`src/sv/amf_pkg.sv`:
```
// amf_pkg: shared constants, payload types and control structs of the adaptive median filter
// used by every file of the block; depends on nothing else
package amf_pkg;

  // image geometry
  localparam int MAX_WIDTH   = 1024;
  localparam int STORED_ROWS = 4;
  localparam int MAX_HEIGHT  = 4096;
  localparam int MIN_DIM     = 5;
  localparam int WIDTH_RST   = 512;
  localparam int HEIGHT_RST  = 512;

  // window geometry
  localparam int WIN       = 5;
  localparam int HALF      = WIN / 2;
  localparam int TAPS      = WIN * WIN;
  localparam int CENTER    = TAPS / 2;
  localparam int MED_RANK  = TAPS / 2;
  localparam int SM_TAPS   = 9;
  localparam int SM_MED    = SM_TAPS / 2;
  localparam int SM_IDX [SM_TAPS] = '{6, 7, 8, 11, 12, 13, 16, 17, 18};

  // widths
  localparam int PIX_W     = 8;
  localparam int WREG_W    = 11;
  localparam int HREG_W    = 13;
  localparam int COL_W     = $clog2(MAX_WIDTH);
  localparam int WU_W      = $clog2(MAX_WIDTH + 1);
  localparam int HU_W      = $clog2(MAX_HEIGHT + 1);
  localparam int ROW_W     = $clog2(MAX_HEIGHT + 4);
  localparam int OROW_W    = $clog2(MAX_HEIGHT);
  localparam int LAT_W     = $clog2(2 * MAX_WIDTH + 3);
  localparam int SEL_W     = $clog2(WIN);
  localparam int RANK_W    = $clog2(TAPS);
  localparam int SM_RANK_W = $clog2(SM_TAPS);
  localparam int ADDR_W    = 3;
  localparam int DATA_W    = 32;
  localparam int QDEPTH    = 2;
  localparam int QPTR_W    = $clog2(QDEPTH);
  localparam int QCNT_W    = $clog2(QDEPTH + 1);

  // register map
  typedef enum logic {
    REG_WIDTH  = 1'b0,
    REG_HEIGHT = 1'b1
  } reg_idx_t;

  typedef logic [PIX_W-1:0] pix_t;

  typedef struct packed {
    pix_t pixel_in;
    logic drain;
  } in_item_t;

  typedef struct packed {
    pix_t pixel_out;
    logic last;
  } out_item_t;

  // frame geometry in use plus restart pulse
  typedef struct packed {
    logic [WU_W-1:0] width;
    logic [HU_W-1:0] height;
    logic            restart;
  } frame_cfg_t;

  // one filter job: clamped 5x5 window and its flags
  typedef struct packed {
    pix_t [TAPS-1:0] taps;
    logic            border;
    logic            last;
  } job_t;

endpackage

```
`src/sv/amf_queue.sv`:
```
// amf_queue: short job queue between window build and ranking pipeline
// depends on amf_pkg
module amf_queue (
  input  logic          clk,
  input  logic          rst_n,
  input  logic          push,
  input  amf_pkg::job_t din,
  output logic          full,
  input  logic          pop,
  output logic          nonempty,
  output amf_pkg::job_t dout
);

  amf_pkg::job_t              q_mem [amf_pkg::QDEPTH];
  logic [amf_pkg::QPTR_W-1:0] wr_ptr_r, rd_ptr_r;
  logic [amf_pkg::QCNT_W-1:0] cnt_r;

  assign full     = (cnt_r == amf_pkg::QCNT_W'(amf_pkg::QDEPTH));
  assign nonempty = (cnt_r != '0);
  assign dout     = q_mem[rd_ptr_r];

  // pointers and fill count
  always_ff @(posedge clk) begin
    if (!rst_n) begin
      wr_ptr_r <= '0;
      rd_ptr_r <= '0;
      cnt_r    <= '0;
    end else begin
      if (push) begin
        wr_ptr_r <= wr_ptr_r + amf_pkg::QPTR_W'(1);
      end
      if (pop) begin
        rd_ptr_r <= rd_ptr_r + amf_pkg::QPTR_W'(1);
      end
      if (push && !pop) begin
        cnt_r <= cnt_r + amf_pkg::QCNT_W'(1);
      end else if (pop && !push) begin
        cnt_r <= cnt_r - amf_pkg::QCNT_W'(1);
      end
    end
  end

  // entry storage
  always_ff @(posedge clk) begin
    if (push) begin
      q_mem[wr_ptr_r] <= din;
    end
  end

endmodule

```
`config.mk`:
```
export PLATFORM = sky130hd
export DESIGN_NAME = amf_queue
export DESIGN_NICKNAME = d
export VERILOG_FILES = /design/src/sv/amf_pkg.sv /design/src/sv/amf_queue.sv
export SDC_FILE = /design/constraint.sdc
export NUM_CORES = 1
export LEC_CHECK = 0
export BUFFER_PORTS_ARGS = -buffer_cell sky130_fd_sc_hd__buf_2
export CAP_MARGIN = 10
export CORE_ASPECT_RATIO = 0.6
export CORE_MARGIN = 1
export CORE_UTILIZATION = 56
export DETAILED_ROUTE_END_ITERATION = 16
export PLACE_DENSITY_LB_ADDON = 0.05
export SLEW_MARGIN = 20
export SYNTH_ARGS = -nofsm -noshare
export SYNTH_HDL_FRONTEND = slang
export SYNTH_SLANG_ARGS = --single-unit
```
`constraint.sdc`:
```
create_clock -name clk -period 15.6 [get_ports clk]
set_input_delay 1.56 -clock clk [delete_from_list [all_inputs] [get_ports clk]]
set_output_delay 1.56 -clock clk [all_outputs]
set_load 0.005 [all_outputs]
```
### Word level (Yosys, flattened, before mapping)

Memory sizes are Yosys's and may differ from the RTL's. A register that Yosys moved wholly into a read port is not among the register bits.
Index checks and enable logic that the tools add are counted.

| cells by class | value |
|---|---|
| add/sub/neg operators | 4 |
| equality and inequality tests | 1 |
| mux-type cells | 6 |
| reduce and logical (&&, ||, !) cells | 6 |

Operator list:

| cell | count |
|---|---|
| 2-to-1 mux 1 bit | 4 |
| 2-to-1 mux 2 bit | 2 |
| nonzero test 2 bit | 2 |
| adder 1 bit, second input constant | 2 |
| adder 2 x 1 -> 2 bit, second input constant | 1 |
| equality test 2 bit, second input constant | 1 |
| logical AND 1 bit | 2 |
| zero test 1 bit | 2 |
| subtractor 2 x 1 -> 2 bit, second input constant | 1 |

| storage, ports and cells | value |
|---|---|
| register bits | 4 |
| memory bits (writable) | 404 |
| input port bits | 206 |
| output and inout port bits | 204 |
| logic and storage cells | 21 |
| memories kept | 1 |

Memories:

| memory | words | bits a word | read ports | clocked after memory_dff | write ports | RTL line | source |
|---|---|---|---|---|---|---|---|
| q_mem | 2 | 202 | 1 | 1 | 1 | amf_queue.sv:14 | `amf_pkg::job_t q_mem [amf_pkg::QDEPTH];` |

### Logic depth before layout (Yosys ltp)

| depth | value |
|---|---|
| depth in word-level cells | 4 |
| gate-level depth with buffers | 5 |

### Worst setup path before layout

Ideal clock, no wire load.

| timing | value |
|---|---|
| kind | input to register |
| start point | input push |
| end point | register wr_ptr_r |
| library setup time | 0.099 ns |
| data arrival time | 11.006 ns |
| setup slack | 4.495 ns |
| stages | 2 |
| cells stage by stage | nor2b_1 -> o21a_1 |

RTL lines:

| item | RTL line | source |
|---|---|---|
| from (decl) | amf_queue.sv:6 | `input logic push,` |
| to (signal assigned) | amf_queue.sv:30 | `wr_ptr_r <= wr_ptr_r + amf_pkg::QPTR_W'(1);` |
| to (decl) | amf_queue.sv:15 | `logic [amf_pkg::QPTR_W-1:0] wr_ptr_r, rd_ptr_r;` |

==> metrics <==
Hold WS 0.522 ns; crit path time final 5.39 ns; Initial Util around 58%; CP delay by family, top buffers and inverters; top achievable clock speed 185 MHz; Crit Path Max Fanout 81; GP Congestion roughly 0.82; number of setup buffers added after CTS 0; final core utilization 71.3%; CTS tree yes; vias in the first global route 7421; sequential power share 54.8%; Comb power frac under 10%; 1st-iter DRT viols 380; Simple-Gate Fraction of Synth Area 0.387%; Yosys warnings 0; DR pass1 iterations 4; Mapped Cells 650; RSZ-0062 raised after global routing no; largest family of logic cells by synthesized area multiplexers; VDD IR-drop max between 0.09 and 0.1 mV; Pins Over Slew Limit 0; CP Depth 4; Synth Area in Adders 0.0842%; # DRC 0; mean area per synthesized cell 22.9 um^2; distinct cell type count after synthesis 18; Worst Hold Path Cells 2; first-pass GRT wire length between 40 and 50 mm; worst clock skew between 0.015 and 0.02 ns; Die Ht between 100 and 150 um; sequential area share after synthesis 82.3%; initial antenna violation count 12; Post-DP HPWL 20.9 mm; share of layout cells above drive strength 1 approximately three fifths; vias per cell 5.12; largest net degree at the start of global routing 82; routed length per placed instance 21.1 um; clk slew on worst S/H paths 0.06 ns; H-tree depth 2; Slew @ Worst Pin approximately 1.1 ns; Crit Path Class flop to primary output; R2R depth 3; CP max-delay cell buf_4; GRT Overall Usage 22.3%; via count 7492; crit-path cells buf_4, buf_4, mux2_2, buf_2; final hold vios 0; setup ws final 10.21 ns; die area 27200 um^2; worst hold-check path type flop to flop; root buf cell clkbuf_16; Detailed Route WL 30.8 mm; # IOs 410; Int Power 1.87 mW; most used cell, CP buf_4; critical path launch point type flop; row count 45; synthesized cell area 14900 um^2; core region area 25700 um^2; Setup WS pre-CTS 10.72 ns; Port Buffer Count 409; post-synthesis mux area share about 15%; outcome complete, no violations; Synth Area in Compound Gates 0.135%; Crit path largest cell delay 0.90 ns; setup TNS 0 ns; xor and xnor area share after synthesis 0.177%; pwr dens 129 nW/um^2; Fillers 1694; FF+latch count, synth 409; Clock Path Buffers 3; layout net count 1290; P&R area growth vs syn 23.2%; net switching power 485 uW; crit share post-route ~35%; Clock Sinks 409; Num CTS Buffers 37; Crit. End Element primary output; Worst-Skew Late Latency 0.51 ns; sw frac roughly a fifth; MaxCap Viol Count 0; Lkg Pwr 6.83 nW; Clk pwr share 35.9%; Slew headroom ~28%; Buf/Inv on CP 3; die outline width 212 um; CP arrival 3.83 ns; Post-Syn Nets between 800 and 900; # setup viols final 0; Req. time, crit path 14.04 ns; GRT overflow 0; Final ANT Viol Nets 0; Post-CTS Hold Fix Bufs 0; post-CTS sizing 0
## kinds of logic after synthesis
| logic type | after synthesis |
|---|---|
| AOI/OAI and AO/OA | 3 |
| adders and majority gates | 1 |
| DFF | 409 |
| buffers and inverters | 23 |
| muxes | 202 |
| xor gates and xnor gates | 3 |
| and+or+nand+nor | 9 |
## per-stage QoR
| step | total power, mW | instances | cell area, um^2 |
|---|---|---|---|
| 6_report | 2.35 | 1464 | 18300 |
| 5_1_grt | 2.43 | 1460 | 18300 |
| 2_1_floorplan | 1.44 | 650 | 14900 |
| 4_1_cts | 2.37 | 1456 | 18300 |
| 3_3_place_gp | 1.53 | 1396 | 17200 |
| 3_5_place_dp | 1.53 | 1396 | 17200 |
## cells in the mapped netlist, drive strengths merged
| library cell | n | area, um^2 |
|---|---|---|
| xnor2 | 1 | 8.76 |
| and2 | 4 | 25.0 |
| edfxtp | 404 | 12100 |
| xor2 | 2 | 17.5 |
| dfxtp | 5 | 100 |
| nor2b | 2 | 12.5 |
| o21a | 1 | 7.51 |
| mux2 | 202 | 2270 |
| ha | 1 | 12.5 |
| o21ai | 1 | 5.00 |
| inv | 1 | 3.75 |
| buf | 22 | 228 |
| or2 | 1 | 6.26 |
| and2b | 1 | 7.51 |
| a21boi | 1 | 7.51 |
| or3 | 1 | 6.26 |
## power by group through the flow
stage | Clock (mW) | Combinational (mW) | Sequential [mW]
floorplan | 0 | 0.121 | 1.32
global placement | 0 | 0.216 | 1.31
detailed placement | 0 | 0.219 | 1.31
CTS | 0.862 | 0.220 | 1.29
global route | 0.904 | 0.235 | 1.29
finish | 0.844 | 0.217 | 1.29
## registers in the layout (all words and copies together) (netlist names), named ones only
register / flops
q_mem: 404
cnt_r: 2
rd_ptr_r: 1
wr_ptr_r: 1
## cell type report
class                   count  area (um^2)  share of cell area (%)
flip-flops and latches    409        12200                    66.9
multi-input cells         218         2400                    13.1
repair buffers            416         2100                    11.5
clock buffers              47          963                    5.27
well taps                 352          440                    2.41
clock inverters            13          134                   0.732
diodes                      8         20.0                   0.109
inverters                   1         3.75                  0.0205
## path summary, 6_finish.rpt
kind                 start      endpoint  slack, ns
hold / removal    cnt_r[1]      cnt_r[1]       0.52
hold reg to reg   cnt_r[1]      cnt_r[1]       0.52
setup / recovery      flop     dout[105]      10.21
setup reg to reg  wr_ptr_r  q_mem[0][41]      13.07
## per-layer routing
metal  vias to the layer above  wire, um  part of all wire [%]  track usage (%)
li1                       3474         -                     -                -
met1                      3691     12700                    41             28.5
met2                       265     14700                    48             35.4
met3                        54      2760                   9.0             8.72
met4                         8       659                   2.1             6.94
met5                         -        53                  0.17                0
## worst register-to-register path, stage by stage (launching register included)
cell     delay [ns]
dfxtp_1        0.34
nor2b_4        0.11
buf_4          0.67
buf_4          0.92
## layout by cell type (no fill, tap or decap), drive strengths merged
cell	n
mux2	202
bufinv	3
buf	416
a21boi	1
o21ai	1
edfxtp	404
or2	1
dfxtp	5
and2	4
clkbuf	47
o21a	1
inv	1
clkinv	9
and2b	1
ha	1
nor2b	2
xnor2	1
or3	1
diode	8
clkinvlp	1
xor2	2
No activity file was read; power rests on OpenSTA's default activity.
